$ cat src/sv/i2c_pkg.sv
// Types, constants and register indexes of the im2col address generator.
package i2c_pkg;

    localparam int DILATION_Y         = 1;
    localparam int DILATION_X         = 1;
    localparam int PIXEL_STRIDE_BYTES = 64;
    localparam int MAX_TAPS           = 64;

    localparam int OFF_W      = 30;  // byte offset width
    localparam int COORD_W    = 18;  // signed source row / column
    localparam int MAC_B_W    = 14;  // second operand of the shared unit
    localparam int POS_W      = 12;
    localparam int KDIM_W     = 4;
    localparam int PAD_W      = 3;
    localparam int DIM_W      = 13;
    localparam int TAP_W      = 6;
    localparam int COUNT_W    = 7;
    localparam int TCOL_W     = 3;
    localparam int CFG_IDX_W  = 3;
    localparam int CFG_DATA_W = 13;

    localparam logic [OFF_W-1:0]   STEP_X  = OFF_W'(DILATION_X * PIXEL_STRIDE_BYTES);
    localparam logic [MAC_B_W-1:0] ROW_MUL = MAC_B_W'(DILATION_Y * PIXEL_STRIDE_BYTES);
    localparam logic [MAC_B_W-1:0] PIX_MUL = MAC_B_W'(PIXEL_STRIDE_BYTES);
    localparam logic [COUNT_W-1:0] TAP_LIMIT = COUNT_W'(MAX_TAPS);

    localparam logic [KDIM_W-1:0] KDIM_MAX = KDIM_W'(8);

    // reset values of the configuration registers
    localparam logic [KDIM_W-1:0] KH_RESET = KDIM_W'(3);
    localparam logic [KDIM_W-1:0] KW_RESET = KDIM_W'(3);
    localparam logic [KDIM_W-1:0] SY_RESET = KDIM_W'(1);
    localparam logic [KDIM_W-1:0] SX_RESET = KDIM_W'(1);
    localparam logic [DIM_W-1:0]  IH_RESET = DIM_W'(1);
    localparam logic [DIM_W-1:0]  IW_RESET = DIM_W'(1);

    typedef enum logic [CFG_IDX_W-1:0] {
        CFG_KROWS         = 3'd0,
        CFG_KCOLS         = 3'd1,
        CFG_STRIDE_Y      = 3'd2,
        CFG_STRIDE_X      = 3'd3,
        CFG_PAD_TOP       = 3'd4,
        CFG_PAD_LEFT      = 3'd5,
        CFG_INPUT_HEIGHT  = 3'd6,
        CFG_INPUT_WIDTH   = 3'd7
    } t_cfg_index;

    typedef struct packed {
        logic [POS_W-1:0] out_y;
        logic [POS_W-1:0] out_x;
    } t_in_item;

    typedef struct packed {
        logic [OFF_W-1:0] src_offset;
        logic             zero_fill;
        logic [TAP_W-1:0] tap_index;
        logic             last_tap;
    } t_out_item;

    // operands of the shared multiply-add unit: a * b + c, modulo 2^OFF_W
    typedef struct packed {
        logic [OFF_W-1:0]   a;
        logic [MAC_B_W-1:0] b;
        logic [OFF_W-1:0]   c;
    } t_mac_req;

endpackage

$ cat src/sv/im2col_address_generator.sv
// im2col address generator: each accepted request (out_y, out_x) yields one result per
// kernel tap in row-major order, carrying the byte offset of the source pixel or a
// zero-fill flag for taps in padding. A request first runs setup steps on the single
// shared multiply-add unit (source row, source column, row pitch, pixel index, byte
// offset), then issues one tap per cycle while the sink does not stall, then returns
// to idle before the next request can be taken; the input is not ready until then.
// Configuration writes take effect at once and must only be issued while the block is
// idle with no result outstanding.
module im2col_address_generator (
    input  logic                               i_clk,
    input  logic                               i_rst_n,
    input  logic                               i_cfg_we,
    input  logic [i2c_pkg::CFG_IDX_W-1:0]      i_cfg_index,
    input  logic [i2c_pkg::CFG_DATA_W-1:0]     i_cfg_data,
    input  logic                               i_in_valid,
    output logic                               o_in_ready,
    input  i2c_pkg::t_in_item                  i_in_item,
    output logic                               o_out_valid,
    input  logic                               i_out_ready,
    output i2c_pkg::t_out_item                 o_out_item
);
    import i2c_pkg::*;

    typedef enum logic [2:0] {
        ST_IDLE,
        ST_Y,
        ST_X,
        ST_ROW,
        ST_PIX,
        ST_OFF,
        ST_TAP
    } t_state;

    t_state r_state, n_state;

    logic [KDIM_W-1:0] r_cfg_kh, r_cfg_kw, r_cfg_sy, r_cfg_sx;
    logic [PAD_W-1:0]  r_cfg_pt, r_cfg_pl;
    logic [DIM_W-1:0]  r_cfg_ih, r_cfg_iw;

    logic [POS_W-1:0]   r_y, n_y, r_x, n_x;
    logic [COUNT_W-1:0] r_count, n_count;
    logic [COORD_W-1:0] r_ry, n_ry, r_cx, n_cx, r_cx0, n_cx0;
    logic [OFF_W-1:0]   r_row_step, n_row_step, r_off, n_off, r_row_off, n_row_off;
    logic [TCOL_W-1:0]  r_tap_col, n_tap_col;
    logic [TAP_W-1:0]   r_tap_idx, n_tap_idx;

    logic [KDIM_W-1:0]  kh_c, kw_c;
    logic [COUNT_W-1:0] total;
    logic               in_image, last, row_end;

    t_mac_req           mac_req;
    logic [OFF_W-1:0]   mac_res;

    logic               out_load, out_free;
    t_out_item          out_item;

    i2c_mac u_mac (
        .i_req (mac_req),
        .o_res (mac_res)
    );

    i2c_out_reg u_out (
        .i_clk   (i_clk),
        .i_rst_n (i_rst_n),
        .i_load  (out_load),
        .i_item  (out_item),
        .o_free  (out_free),
        .o_valid (o_out_valid),
        .i_ready (i_out_ready),
        .o_item  (o_out_item)
    );

    // kernel dimensions of zero act as one, above eight as eight
    always_comb begin
        kh_c = r_cfg_kh;
        kw_c = r_cfg_kw;
        if (r_cfg_kh == '0) kh_c = KDIM_W'(1);
        else if (r_cfg_kh > KDIM_MAX) kh_c = KDIM_MAX;
        if (r_cfg_kw == '0) kw_c = KDIM_W'(1);
        else if (r_cfg_kw > KDIM_MAX) kw_c = KDIM_MAX;
    end

    assign total   = COUNT_W'(kh_c) * COUNT_W'(kw_c);
    assign o_in_ready = (r_state == ST_IDLE);

    assign in_image = !r_ry[COORD_W-1] && !r_cx[COORD_W-1] &&
                      (r_ry[COORD_W-2:0] < (COORD_W-1)'(r_cfg_ih)) &&
                      (r_cx[COORD_W-2:0] < (COORD_W-1)'(r_cfg_iw));
    assign last    = (COUNT_W'(r_tap_idx) + COUNT_W'(1)) == r_count;
    assign row_end = (KDIM_W'(r_tap_col) == (kw_c - KDIM_W'(1)));

    always_comb begin
        n_state    = r_state;
        n_y        = r_y;
        n_x        = r_x;
        n_count    = r_count;
        n_ry       = r_ry;
        n_cx       = r_cx;
        n_cx0      = r_cx0;
        n_row_step = r_row_step;
        n_off      = r_off;
        n_row_off  = r_row_off;
        n_tap_col  = r_tap_col;
        n_tap_idx  = r_tap_idx;
        mac_req    = '0;
        out_load   = 1'b0;
        out_item   = '0;

        unique case (r_state)
            ST_IDLE: begin
                if (i_in_valid) begin
                    n_y     = i_in_item.out_y;
                    n_x     = i_in_item.out_x;
                    n_count = (total > TAP_LIMIT) ? TAP_LIMIT : total;
                    n_state = ST_Y;
                end
            end
            ST_Y: begin
                mac_req.a = OFF_W'(r_y);
                mac_req.b = MAC_B_W'(r_cfg_sy);
                mac_req.c = OFF_W'(0) - OFF_W'(r_cfg_pt);
                n_ry      = mac_res[COORD_W-1:0];
                n_state   = ST_X;
            end
            ST_X: begin
                mac_req.a = OFF_W'(r_x);
                mac_req.b = MAC_B_W'(r_cfg_sx);
                mac_req.c = OFF_W'(0) - OFF_W'(r_cfg_pl);
                n_cx      = mac_res[COORD_W-1:0];
                n_cx0     = mac_res[COORD_W-1:0];
                n_state   = ST_ROW;
            end
            ST_ROW: begin
                // byte distance between successive kernel rows
                mac_req.a  = OFF_W'(r_cfg_iw);
                mac_req.b  = ROW_MUL;
                n_row_step = mac_res;
                n_state    = ST_PIX;
            end
            ST_PIX: begin
                // signed coordinates wrap consistently modulo 2^OFF_W
                mac_req.a = {{(OFF_W-COORD_W){r_ry[COORD_W-1]}}, r_ry};
                mac_req.b = MAC_B_W'(r_cfg_iw);
                mac_req.c = {{(OFF_W-COORD_W){r_cx[COORD_W-1]}}, r_cx};
                n_off     = mac_res;
                n_state   = ST_OFF;
            end
            ST_OFF: begin
                mac_req.a = r_off;
                mac_req.b = PIX_MUL;
                n_off     = mac_res;
                n_row_off = mac_res;
                n_tap_col = '0;
                n_tap_idx = '0;
                n_state   = ST_TAP;
            end
            ST_TAP: begin
                if (out_free) begin
                    out_load            = 1'b1;
                    out_item.src_offset = in_image ? r_off : '0;
                    out_item.zero_fill  = !in_image;
                    out_item.tap_index  = r_tap_idx;
                    out_item.last_tap   = last;
                    n_tap_idx           = r_tap_idx + TAP_W'(1);
                    if (last) begin
                        n_state = ST_IDLE;
                    end else if (row_end) begin
                        n_tap_col = '0;
                        n_ry      = r_ry + COORD_W'(DILATION_Y);
                        n_cx      = r_cx0;
                        n_row_off = r_row_off + r_row_step;
                        n_off     = r_row_off + r_row_step;
                    end else begin
                        n_tap_col = r_tap_col + TCOL_W'(1);
                        n_cx      = r_cx + COORD_W'(DILATION_X);
                        n_off     = r_off + STEP_X;
                    end
                end
            end
            default: n_state = ST_IDLE;
        endcase
    end

    always_ff @(posedge i_clk) begin
        if (!i_rst_n) begin
            r_state  <= ST_IDLE;
            r_cfg_kh <= KH_RESET;
            r_cfg_kw <= KW_RESET;
            r_cfg_sy <= SY_RESET;
            r_cfg_sx <= SX_RESET;
            r_cfg_pt <= '0;
            r_cfg_pl <= '0;
            r_cfg_ih <= IH_RESET;
            r_cfg_iw <= IW_RESET;
        end else begin
            r_state <= n_state;
            if (i_cfg_we) begin
                unique case (t_cfg_index'(i_cfg_index))
                    CFG_KROWS:         r_cfg_kh <= i_cfg_data[KDIM_W-1:0];
                    CFG_KCOLS:         r_cfg_kw <= i_cfg_data[KDIM_W-1:0];
                    CFG_STRIDE_Y:      r_cfg_sy <= i_cfg_data[KDIM_W-1:0];
                    CFG_STRIDE_X:      r_cfg_sx <= i_cfg_data[KDIM_W-1:0];
                    CFG_PAD_TOP:       r_cfg_pt <= i_cfg_data[PAD_W-1:0];
                    CFG_PAD_LEFT:      r_cfg_pl <= i_cfg_data[PAD_W-1:0];
                    CFG_INPUT_HEIGHT:  r_cfg_ih <= i_cfg_data[DIM_W-1:0];
                    CFG_INPUT_WIDTH:   r_cfg_iw <= i_cfg_data[DIM_W-1:0];
                    default: ;
                endcase
            end
        end
        r_y        <= n_y;
        r_x        <= n_x;
        r_count    <= n_count;
        r_ry       <= n_ry;
        r_cx       <= n_cx;
        r_cx0      <= n_cx0;
        r_row_step <= n_row_step;
        r_off      <= n_off;
        r_row_off  <= n_row_off;
        r_tap_col  <= n_tap_col;
        r_tap_idx  <= n_tap_idx;
    end

endmodule

$ cat src/sv/i2c_mac.sv
// Shared multiply-add unit used by the setup steps of the sequencer.
module i2c_mac (
    input  i2c_pkg::t_mac_req             i_req,
    output logic [i2c_pkg::OFF_W-1:0]     o_res
);
    import i2c_pkg::*;

    logic [OFF_W+MAC_B_W-1:0] prod;

    assign prod  = (OFF_W+MAC_B_W)'(i_req.a) * (OFF_W+MAC_B_W)'(i_req.b);
    assign o_res = prod[OFF_W-1:0] + i_req.c;

endmodule

$ cat src/sv/i2c_out_reg.sv
// Output register that holds one result request until the sink takes it.
module i2c_out_reg (
    input  logic                i_clk,
    input  logic                i_rst_n,
    input  logic                i_load,
    input  i2c_pkg::t_out_item  i_item,
    output logic                o_free,
    output logic                o_valid,
    input  logic                i_ready,
    output i2c_pkg::t_out_item  o_item
);
    import i2c_pkg::*;

    logic      r_valid;
    t_out_item r_item;

    assign o_free  = !r_valid || i_ready;
    assign o_valid = r_valid;
    assign o_item  = r_item;

    always_ff @(posedge i_clk) begin
        if (!i_rst_n) begin
            r_valid <= 1'b0;
        end else if (o_free) begin
            r_valid <= i_load;
        end
        if (o_free && i_load) begin
            r_item <= i_item;
        end
    end

endmodule

$ cat config.mk
export PLATFORM = sky130hd
export DESIGN_NAME = im2col_address_generator
export DESIGN_NICKNAME = d
export VERILOG_FILES = /design/src/sv/i2c_pkg.sv /design/src/sv/im2col_address_generator.sv /design/src/sv/i2c_mac.sv /design/src/sv/i2c_out_reg.sv
export SDC_FILE = /design/constraint.sdc
export NUM_CORES = 1
export LEC_CHECK = 0
export BUFFER_PORTS_ARGS = -buffer_cell sky130_fd_sc_hd__buf_2
export CORE_MARGIN = 4
export CORE_UTILIZATION = 38
export DETAILED_ROUTE_END_ITERATION = 7
export GPL_TIMING_DRIVEN = 0
export HOLD_SLACK_MARGIN = 0.03
export MAX_ROUTING_LAYER = met4
export PLACE_DENSITY_LB_ADDON = 0.1
export SLEW_MARGIN = 10
export SYNTH_ARGS = -nofsm -noshare
export SYNTH_HDL_FRONTEND = slang
export SYNTH_SLANG_ARGS = --single-unit
$ cat constraint.sdc
create_clock -name i_clk -period 13.4 [get_ports i_clk]
set_input_delay 0 -clock i_clk [delete_from_list [all_inputs] [get_ports i_clk]]
set_output_delay 0 -clock i_clk [all_outputs]
set_load 0.005 [all_outputs]
# Yosys cells after proc, flatten, opt, wreduce, memory -nomap -nowiden
# Index checks and enable logic that the tools add are counted.
[totals] ff_bits=274 elab_cells=133 out_inout_bits=40 input_bits=45
[classes] n_reduce_logical=36 order_cmp=5 n_addsub=11 n_mul=2 n_eq_ne=20 muxes=34
[ops] cell="$pmux W44 S5" n=1
[ops] cell="$mux W30" n=6
[ops] cell="$pmux W30 S2" n=2
[ops] cell="$mux W18" n=6
[ops] cell="$pmux W30 S3" n=1
[ops] cell="$pmux W18 S2" n=2
[ops] cell="$add A30 B30 Y30" n=2
[ops] cell="$add A18 B1 Y18 const B" n=2
[ops] cell="$lt A17 B13 Y1" n=2
[ops] cell="$add A30 B7 Y30 const B" n=1
[ops] cell="$mul A30 B14 Y30" n=1
[ops] cell="$reduce_and A2 Y1" n=11
[ops] cell="$eq A3 B3 Y1 const B" n=7
[ops] cell="$pmux W3 S7" n=1
[ops] cell="$mux W3" n=6
[ops] cell="$mux W4" n=4
[ops] cell="$reduce_and A3 Y1" n=5
[ops] cell="$eq A3 B2 Y1 const B" n=4
[ops] cell="$pmux W6 S2" n=1
[ops] cell="$gt A4 B4 Y1 const B" n=2
[ops] cell="$logic_not A4 Y1" n=2
[ops] cell="$ne A2 B2 Y1 const B" n=4
[ops] cell="$reduce_and A4 Y1" n=2
[ops] cell="$reduce_bool A2 Y1" n=4
[ops] cell="19 further kinds" n=29

# Longest topological paths before layout
# Gate-level depths: netlist of the first run.
[logic_depth] ltp_word=9 mapped_depth=29 depth_no_buf=27

# Modules after synthesis
# Synthesis of the first run repeated with hierarchy kept, for this count alone.
[hier_totals] hier_cells=2678 area_unflattened_um2=25649.6
[modules_own_cells] mod="im2col_address_generator" n_inst=1 seq_area_each_um2=6546.3 area_each_um2=13985.9 cells_per_inst=1437
[modules_own_cells] mod="i2c_mac" n_inst=1 seq_area_each_um2=0.0 area_each_um2=10465.0 cells_per_inst=1198
[modules_own_cells] mod="i2c_out_reg" n_inst=1 seq_area_each_um2=1161.1 area_each_um2=1198.6 cells_per_inst=43

# Worst setup path after synthesis of the first run
# OpenSTA, ideal clock, no wires.
[synth_path] path_kind="register to register" from="register r_state[0]" to="register r_off[25], data pin" synth_period_minus_slack_ns=8.287 n_path_buf=4 arrival_time_ns=8.022 stages_incl_launch_ff=27 setup_ns=0.265 setup_slack_ns=5.113 required_time_ns=13.135 cell_sequence="dfxtp_1 > buf_6 > clkbuf_1 > and3b_1 > clkbuf_1 > clkbuf_1 > a221o_1 > nand2_1 > fa_1 > fa_1 > inv_1 > fa_1 > fa_1 > fa_1 > inv_1 > fa_1 > inv_1 > ha_1 > a21o_1 > a221o_1 > a41oi_1 > a21oi_1 > nor2_1 > o21ai_0 > xnor2_1 > o22ai_1 > or3_1"
[synth_between] elab_chain_len=5 elab_cells_between_ends=12 cone_classes="add/sub: 1; mul: 1; eq/ne: 6; mux: 3; reduce/logical: 1"
[synth_rtl] element="start: declaration" line_no="im2col_address_generator.sv:34" text="t_state r_state, n_state;"
[synth_rtl] element="start signal: assignment" line_no="im2col_address_generator.sv:196" text="r_state <= n_state;"
[synth_rtl] element="$eq A3 B3 Y1 (tied with other cells)" line_no="im2col_address_generator.sv:109" text="unique case (r_state)"
[synth_rtl] element="$pmux W44 S5" line_no="im2col_address_generator.sv:109"
[synth_rtl] element="$mul A30 B14 Y30" line_no="i2c_mac.sv:10" text="assign prod = (OFF_W+MAC_B_W)'(i_req.a) * (OFF_W+MAC_B_W)'(i_req.b);"
[synth_rtl] element="$add A30 B30 Y30" line_no="i2c_mac.sv:11" text="assign o_res = prod[OFF_W-1:0] + i_req.c;"
[synth_rtl] element="$pmux W30 S2 *" line_no="im2col_address_generator.sv:109"
[synth_rtl] element="via n_off[25]" line_no="im2col_address_generator.sv:43" text="logic [OFF_W-1:0] r_row_step, n_row_step, r_off, n_off, r_row_off, n_row_off;"
[synth_rtl] element="end signal: assignment" line_no="im2col_address_generator.sv:218" text="r_off <= n_off;"
[synth_rtl] element="end: declaration" line_no="im2col_address_generator.sv:43"
# The timed path passes the listed nets; every way through them passes the cells marked *.
# A chain may end at the register's enable or synchronous reset.

# Worst setup path in the final report of the first run
[layout_path] from="register r_state[0]" to="register r_off[27], data pin"
[layout_between] elab_chain_len=5 elab_cells_between_ends=12 cone_classes="add/sub: 1; mul: 1; eq/ne: 6; mux: 3; reduce/logical: 1"
[layout_rtl] element="$eq A3 B3 Y1 (tied with other cells)" line_no="im2col_address_generator.sv:109"
[layout_rtl] element="$pmux W44 S5" line_no="im2col_address_generator.sv:109"
[layout_rtl] element="$mul A30 B14 Y30" line_no="i2c_mac.sv:10"
[layout_rtl] element="$add A30 B30 Y30 *" line_no="i2c_mac.sv:11"
[layout_rtl] element="via mac_res[27]" line_no="im2col_address_generator.sv:52" text="logic [OFF_W-1:0] mac_res;"
[layout_rtl] element="$pmux W30 S2 *" line_no="im2col_address_generator.sv:109"
[layout_rtl] element="via n_off[27]" line_no="im2col_address_generator.sv:43"
# Marked as above.

==> impl_summary.md, run 1 <==
Run status
The flow ran to the end, and the final reports show no timing, DRC or antenna violations.

Layout
The area overhead of the layout relative to synthesis is 13.5%. The post-route netlist has 7.24% of its cells at a drive strength greater than 1. After the last flow step, the layout net total stands at 3,236. At the end of the flow the core is filled with cells to between 40% and 50%. The final non-filler cell area is 28,200 um^2.

Synth
The number of enable flip-flop cells after synthesis is around 220. The average instance area after synthesis is 9.58 um^2. In the post-synthesis netlist, the cell with the most instances is sky130_fd_sc_hd__inv_1. The number of library cell types mapped by synthesis is 77. The number of synthesized register bits is 274.

During synthesis, Yosys emitted a total of 0 warnings. Ranked by instance count, the synthesized netlist is headed by 381 x sky130_fd_sc_hd__inv_1, 302 x sky130_fd_sc_hd__nand2_1, 265 x sky130_fd_sc_hd__fa_1, 244 x sky130_fd_sc_hd__nor2_1, 222 x sky130_fd_sc_hd__edfxtp_1. Synthesis produced a netlist with a net count of approximately 3,100.

The leading area contributor after synthesis is sky130_fd_sc_hd__edfxtp_1. The most instantiated flip-flop cell in the synthesis netlist is sky130_fd_sc_hd__edfxtp_1. Of the post-synthesis cell area, the dominant cell type holds 26.8%.

Ranked by total cell area, the synthesized netlist is headed by sky130_fd_sc_hd__edfxtp_1 27%, sky130_fd_sc_hd__fa_1 21%, sky130_fd_sc_hd__ha_1 7.3%. The fraction of registers with async set/reset is 0%. After synthesis, flip-flops and latches occupy 31.0% of the total area.

The cell count after synthesis is 2,597. In this run the cell area of the synthesized design comes to approximately 25,000 um^2.

Setup path
The category of the worst setup path launch point is a flip-flop. The launch point of the critical path is r_state[0]. The worst setup path endpoint is r_off[27]. The setup path with the least slack is of type flip-flop to flip-flop. The largest driver fanout on the critical path is 10. The logic depth of the worst register-to-register path is 25.

The worst setup path is captured at a flip-flop. In this run the critical register-to-register path is launched from r_state[0]. In this run the register-to-register setup slack is a little over 3000 ps. At the worst endpoint, the required time is 13,810 ps.

In this run the critical register-to-register path is captured at r_off[27]. The arrival time of the worst setup path is ~11,000 ps.

Die
The number of ports placed on the die boundary is 85. The height of the die is 264 um. The area enclosed by the die boundary is 69,600 um^2. Once the floorplan was initialized, standard cells occupied between 30% and 40% of the core. The die is 264 um wide. Row generation in the floorplan step produced 93 rows. The core area is 64,600 um^2.

STA
At the pin with the least slew margin, the transition time is 1300 ps. The worst path setup slack after routing is 3080 ps. The shortest period the worst path allows is 10,320 ps.

The worst slew margin relative to its limit is 13.0%. The number of hold violations in the final report is 0. Timing would allow up to 96.9 MHz. The total count of max-transition violations in the final report was 0. Setup repair after global routing left no endpoint under its margin. The final setup violation count is 0. Clock skew on the completed layout was measured at 17.9 ps. Of the available clock period, the critical path in the final layout requires 77.0%. After routing, the total negative slack on setup checks comes to 0 ps.

Placed design
The total cell area at the placement stage is approximately 27,000 um^2. At the end of routability-driven placement, the weighted congestion stood at 0.948. The worst setup timing slack at the placement stage is 3310 ps. The number of buffer cells added on primary ports is 81. The post-detailed-placement half-perimeter wirelength is 67,700 um.

Route
The count of routing violations after the opening detailed-route iteration is roughly 1,800. In the final routed layout, each cell accounts on average for between 20 and 25 um. In the routed layout, each cell is associated on average with a via count of about 5.4. The number of optimization iterations in the first detailed-route pass is 6. For this run, design rule violations remaining after detail routing come to 0. The detailed router placed 19,597 vias in this run. The wire length after detailed routing is roughly 83,000 um. The remaining antenna violation count after routing is 0.

Clock tree
CTS built an H-tree with a depth of 1. Once the clock tree was built, the setup fixing pass inserted 0 buffers. The number of clock buffers added by TritonCTS is 31. CTS saw about 270 sinks. The master cell of the clock root buffer is sky130_fd_sc_hd__clkbuf_16.

The post-cts gate resize count is 0. The insertion delay of the later-clocked pin in the worst-skew pair is 590 ps. Clock-pin slew was measured on the worst setup and hold paths at 60 ps. The clock tree from TritonCTS is built. The maximum number of buffers from clock root to sink is 3.

Power and ir drop
The peak supply drop is 0.107 mV. The static power due to leakage is 0.0120 uW. The power per cell area is 80.2 nW/um^2.

GRT
The first global-routing pass estimated 125,000 um of wire. The number of global-route vias before repair is 19,678. The initial antenna violation count came to 0. The pin count of the biggest net entering global routing is 32. The global-route usage over all layers is 24.2%.

The leftover overflow at the end of global routing is 0.

Hold path
The tightest min-delay check is of the input pin to flip-flop type.

Job
The tool flagged a number of max-cap violations equal to 0.
==> flip-flops by register name, indices dropped and copies added, names as in the netlist, 4 cells and up <==
signal and cells:
r_row_step 30, r_cfg_sy 4, r_cfg_sx 4, r_cx 18, r_row_off 30, r_count 7, r_cfg_kw 4, r_cfg_ih 13
r_cfg_iw 13, r_x 12, r_y 12, r_off 30, u_out.o_item 38, r_cx0 18, r_tap_idx 6, r_ry 18
r_cfg_kh 4
==> layout by cell type (no fill, tap or decap), types with 29 or more instances in the layout <==
cell type                       instances
sky130_fd_sc_hd__nor2b_1               37
sky130_fd_sc_hd__nor2_1               242
sky130_fd_sc_hd__nand2_1              302
sky130_fd_sc_hd__nor3_1                42
sky130_fd_sc_hd__xor2_1                51
sky130_fd_sc_hd__dlygate4sd3_1         53
sky130_fd_sc_hd__fa_1                 265
sky130_fd_sc_hd__o21ai_0               94
sky130_fd_sc_hd__mux2i_1               31
sky130_fd_sc_hd__xnor2_1               91
sky130_fd_sc_hd__inv_1                381
sky130_fd_sc_hd__and3_1                29
sky130_fd_sc_hd__nand3_1               46
sky130_fd_sc_hd__ha_1                 145
sky130_fd_sc_hd__clkbuf_1              92
sky130_fd_sc_hd__buf_2                 87
sky130_fd_sc_hd__and2_1                37
sky130_fd_sc_hd__clkbuf_16             31
sky130_fd_sc_hd__a21o_1                46
sky130_fd_sc_hd__edfxtp_1             222
sky130_fd_sc_hd__a21oi_1              104
sky130_fd_sc_hd__dfxtp_1               52
==> layer usage <==
layer / up-vias / global-route usage (%) / wire, um
met5: - / - / 0
met4: 0 / 6.98 / 3060
met3: 120 / 3.29 / 5500
met2: 692 / 36.5 / 37100
met1: 9849 / 34.2 / 37700
li1: 8936 / - / -
==> per-stage QoR <==
step	power (uW)	std cells	hold slack, ps
6_report	2260	3660	119
3_5_place_dp	1370	3550	179
4_1_cts	2270	3659	84.1
5_1_grt	2350	3659	114
3_3_place_gp	1360	3533	177
2_1_floorplan	1210	2597	98.9
==> where the power goes <==
part,switching (uW),total (uW),internal (uW)
logic,252,378,126
registers,29.4,991,962
clock network,365,896,531
total,646,2260,1620
==> worst max-delay path, stage by stage, from the launching register on <==
cell and delay (ps):
sky130_fd_sc_hd__dfxtp_1 370, sky130_fd_sc_hd__buf_6 160, sky130_fd_sc_hd__clkbuf_1 460, sky130_fd_sc_hd__clkbuf_1 590, sky130_fd_sc_hd__mux2_2 460, sky130_fd_sc_hd__a222oi_1 960
sky130_fd_sc_hd__clkbuf_1 590, sky130_fd_sc_hd__nor2_1 140, sky130_fd_sc_hd__fa_1 580, sky130_fd_sc_hd__fa_1 450, sky130_fd_sc_hd__fa_1 530, sky130_fd_sc_hd__fa_1 520
sky130_fd_sc_hd__fa_1 540, sky130_fd_sc_hd__inv_1 60, sky130_fd_sc_hd__fa_1 520, sky130_fd_sc_hd__inv_1 60, sky130_fd_sc_hd__ha_1 350, sky130_fd_sc_hd__a21o_1 170
sky130_fd_sc_hd__a221o_1 380, sky130_fd_sc_hd__a41oi_1 270, sky130_fd_sc_hd__a21oi_1 220, sky130_fd_sc_hd__o21ai_0 390, sky130_fd_sc_hd__nand2_1 130, sky130_fd_sc_hd__xnor2_1 790
sky130_fd_sc_hd__nand2_1 240, sky130_fd_sc_hd__o21ai_0 160
==> timing repair <==
action / CTS / global route
endpoints found under the hold margin: 74 / 0
hold buffers: 53 / 0
setup endpoints to repair: 0 / 0
==> kinds of logic after synthesis <==
logic type,after synthesis,share of synthesized area [%]
buffers and inverters,491,7.54
AO/OA/AOI/OAI,405,10.5
XOR/XNOR,145,5.27
multiplexers,45,1.88
adder cells (fa/ha/maj),410,28.6
AND/OR/NAND/NOR,827,15.2
flip-flops,274,31.0
==> worst min-delay path by stage <==
stage	startpoint	to	slack, ps	depth (start not counted)
floorplan	i_in_item[0]	r_x[0]	100	0
global placement	i_in_item[13]	r_y[1]	180	1
detailed placement	i_in_item[20]	r_y[8]	180	1
CTS	i_in_item[2]	r_x[2]	80	2
global route	i_in_item[15]	r_y[3]	110	2
finish	i_in_item[6]	r_x[6]	120	2
==> final cells by class <==
class                   instances  area (um^2)
clock buffers                  38          822
repair buffers                151         1160
inverters                     384         1440
multi-input cells            1832        15400
diodes                          1         2.50
fillers                      6324        36300
flip-flops and latches        274         7710
clock inverters                18          230
well taps                     855         1070
plain buffers                 107          435
(Power assumes the default switching activity.)
==> inputs of run 2 (changes only) <==
- clock period: 13.4 -> 10.6 ns (I/O delays scaled with it)
==> impl_summary.md, run 2 (synthesized netlist as in run 1, its figures left out) <==
Run status
The run finished with clean final reports.

STA
The total count of max-transition violations in the final report was 0. Across all hold checks on the routed design, the worst slack comes to 118 ps. Setup violations remaining at the end of the flow were counted as 0.

For the pin with the worst max-slew slack, the measured transition is 1340 ps. The number of hold violations in the final report is 0. The final critical-path share of the clock period is between 90% and 100%. Across the routed clock network, the largest skew measured is ~18 ps. The maximum clock frequency is 98.5 MHz. Setup repair after global routing left no endpoint under its margin. Headroom to the max-slew limit came out at 11.0%.

The shortest period the worst path allows is 10,160 ps.

Clock tree
TritonCTS built the clock tree. After clock tree synthesis, the clock-pin slew on the worst setup and hold paths is 60 ps. The number of buffers added by the clock tree synthesis step is 31. The TritonCTS sink count is ~270. No sink is reached through more buffers than the 3 on the longest clock path.

The clock reaches the later pin of the worst-skew pair after approximately 590 ps. The tree is rooted in a sky130_fd_sc_hd__clkbuf_16. The count of H-tree levels built during CTS is 1.

Placed design
The number of buffer cells added on primary ports is 81. Summed over all nets, the half-perimeter wirelength after detailed placement is 67,700 um. The routability congestion estimate is 0.948.

Route
The number of optimization iterations in the first detailed-route pass is 5. Using the TritonRoute via totals, the vias-per-cell ratio works out to 5.35. The total via count in the routed design is 19,587.

The detailed router finished its first iteration with 1,735 violations. The detail-routed net length per standard cell is 22.8 um. The detail route stage leaves a number of antenna-violating nets equal to 0.

The wire length after detailed routing is 83,400 um. The count of unresolved DRC violations after routing is 0.

Die
The area enclosed by the die boundary is ~70,000 um^2. In this run the core area contains 93 standard-cell rows. 85 I/O pins were placed. From bottom edge to top edge, the die measures 264 um.

The core area is roughly 65,000 um^2. The die boundary width is approximately 260 um. The initial utilization of the core area, before any placement, comes to 38.5%.

GRT
The pin count of the biggest net entering global routing is 32. The global-route usage over all layers is 24.2%. The initial antenna violation count came to 0. The total overflow left after global routing is 0. The wire length of the first global-routing pass is about 120,000 um. The number of global-route vias before repair is just under 20,000.

Setup path
The delay of the slowest cell on the worst path is approximately 800 ps. The data required time of the critical path is 11,010 ps. The type of the worst setup path is flip-flop to flip-flop. The library cell appearing most often on the critical path is sky130_fd_sc_hd__fa_1. STA classifies the critical path startpoint as a flip-flop. The arrival time of the worst setup path is 10,570 ps. The kind of capture point of the worst setup path is a flip-flop. The largest driver fanout on the critical path is 10. The slowest stage of the critical path belongs to the cell sky130_fd_sc_hd__xnor2_1.

Layout
The area overhead of the layout relative to synthesis is 13.6%. After the last flow step, the layout net total stands at 3,238. The final core utilization is 43.8%. The library cells used most frequently in the layout, excluding fill and tap cells, are 381 x sky130_fd_sc_hd__inv_1, 302 x sky130_fd_sc_hd__nand2_1, 265 x sky130_fd_sc_hd__fa_1.

The share of post-route cells with drive strength above 1 is 7.38%. Counting the fill cells in the layout gives 6,324. The library cell used most frequently in the layout, excluding fill and tap cells, is sky130_fd_sc_hd__inv_1.

The number of flip-flops under the largest register name is 38.

Hold path
The type of the tightest min-delay check is input pin to flip-flop.

Power and ir drop
The static power due to leakage is 0.0120 uW. IR analysis of the VDD net gives a maximum drop of 0.136 mV. The total power of the final layout is roughly 2900 uW. The power per cell area is 101 nW/um^2.

Job
The max-cap violation count is 0.
[run 2: cell type report]
type,instances,area (um^2),share of cell area [%]
Timing Repair Buffer,153,1180,4.16
Sequential cell,274,7710,27.3
Multi-Input combinational cell,1832,15400,54.4
Tap cell,855,1070,3.79
Buffer,107,435,1.54
Clock inverter,18,230,0.815
Inverter,384,1440,5.10
Clock buffer,38,822,2.91
Antenna cell,1,2.50,0.00885
[run 2: path summary, 6_finish.rpt]
kind	slack, ps	from	cells after the start	to
setup / recovery	440	r_state[0]	28	r_off[27]
hold / removal	120	i_in_item[6]	2	r_x[6]
setup reg to reg	440	r_state[0]	28	r_off[27]
hold reg to reg	470	r_cfg_ih[5]	2	r_cfg_ih[5]
[run 2: power by group]
part	leakage, uW	internal [uW]	switching [uW]
clock	0.000516	672	463
sequential	0.00250	1220	37.3
combinational	0.00902	160	319
[run 2: per-stage QoR]
| stage | setup slack (ps) | area, um^2 | cells | TNS, ps |
|---|---|---|---|---|
| 2_1_floorplan | 2310 | 24900 | 2597 | 0 |
| 3_3_place_gp | -525 | 26300 | 3533 | -3270 |
| 3_5_place_dp | 511 | 26600 | 3550 | 0 |
| 4_1_cts | 456 | 28200 | 3659 | 0 |
| 5_1_grt | 56.9 | 28300 | 3661 | 0 |
| 6_report | 443 | 28300 | 3662 | 0 |
[run 2: metal layers]
metal | wire length (um) | vias up | GRT usage [%]
li1 | - | 8937 | -
met1 | 37400 | 9814 | 34.2
met2 | 37200 | 726 | 36.5
met3 | 5840 | 110 | 3.29
met4 | 3020 | 0 | 6.98
met5 | 0 | - | -
[run 2: timing repair]
action,4_1_cts,5_1_grt
endpoints found under the setup margin,0,1
hold endpoints to repair,74,0
hold buffers,53,0
gates resized for setup,0,2
setup buffers,0,2
[run 2: worst max-delay path, delay by kind of cell (launching register included)]
family,cells,cell delay [ps]
AOI/OAI and AO/OA,7,2360
xor gates and xnor gates,1,800
adders and majority gates,7,3480
buffers and inverters,9,2250
DFF,1,370
and+or+nand+nor,4,680
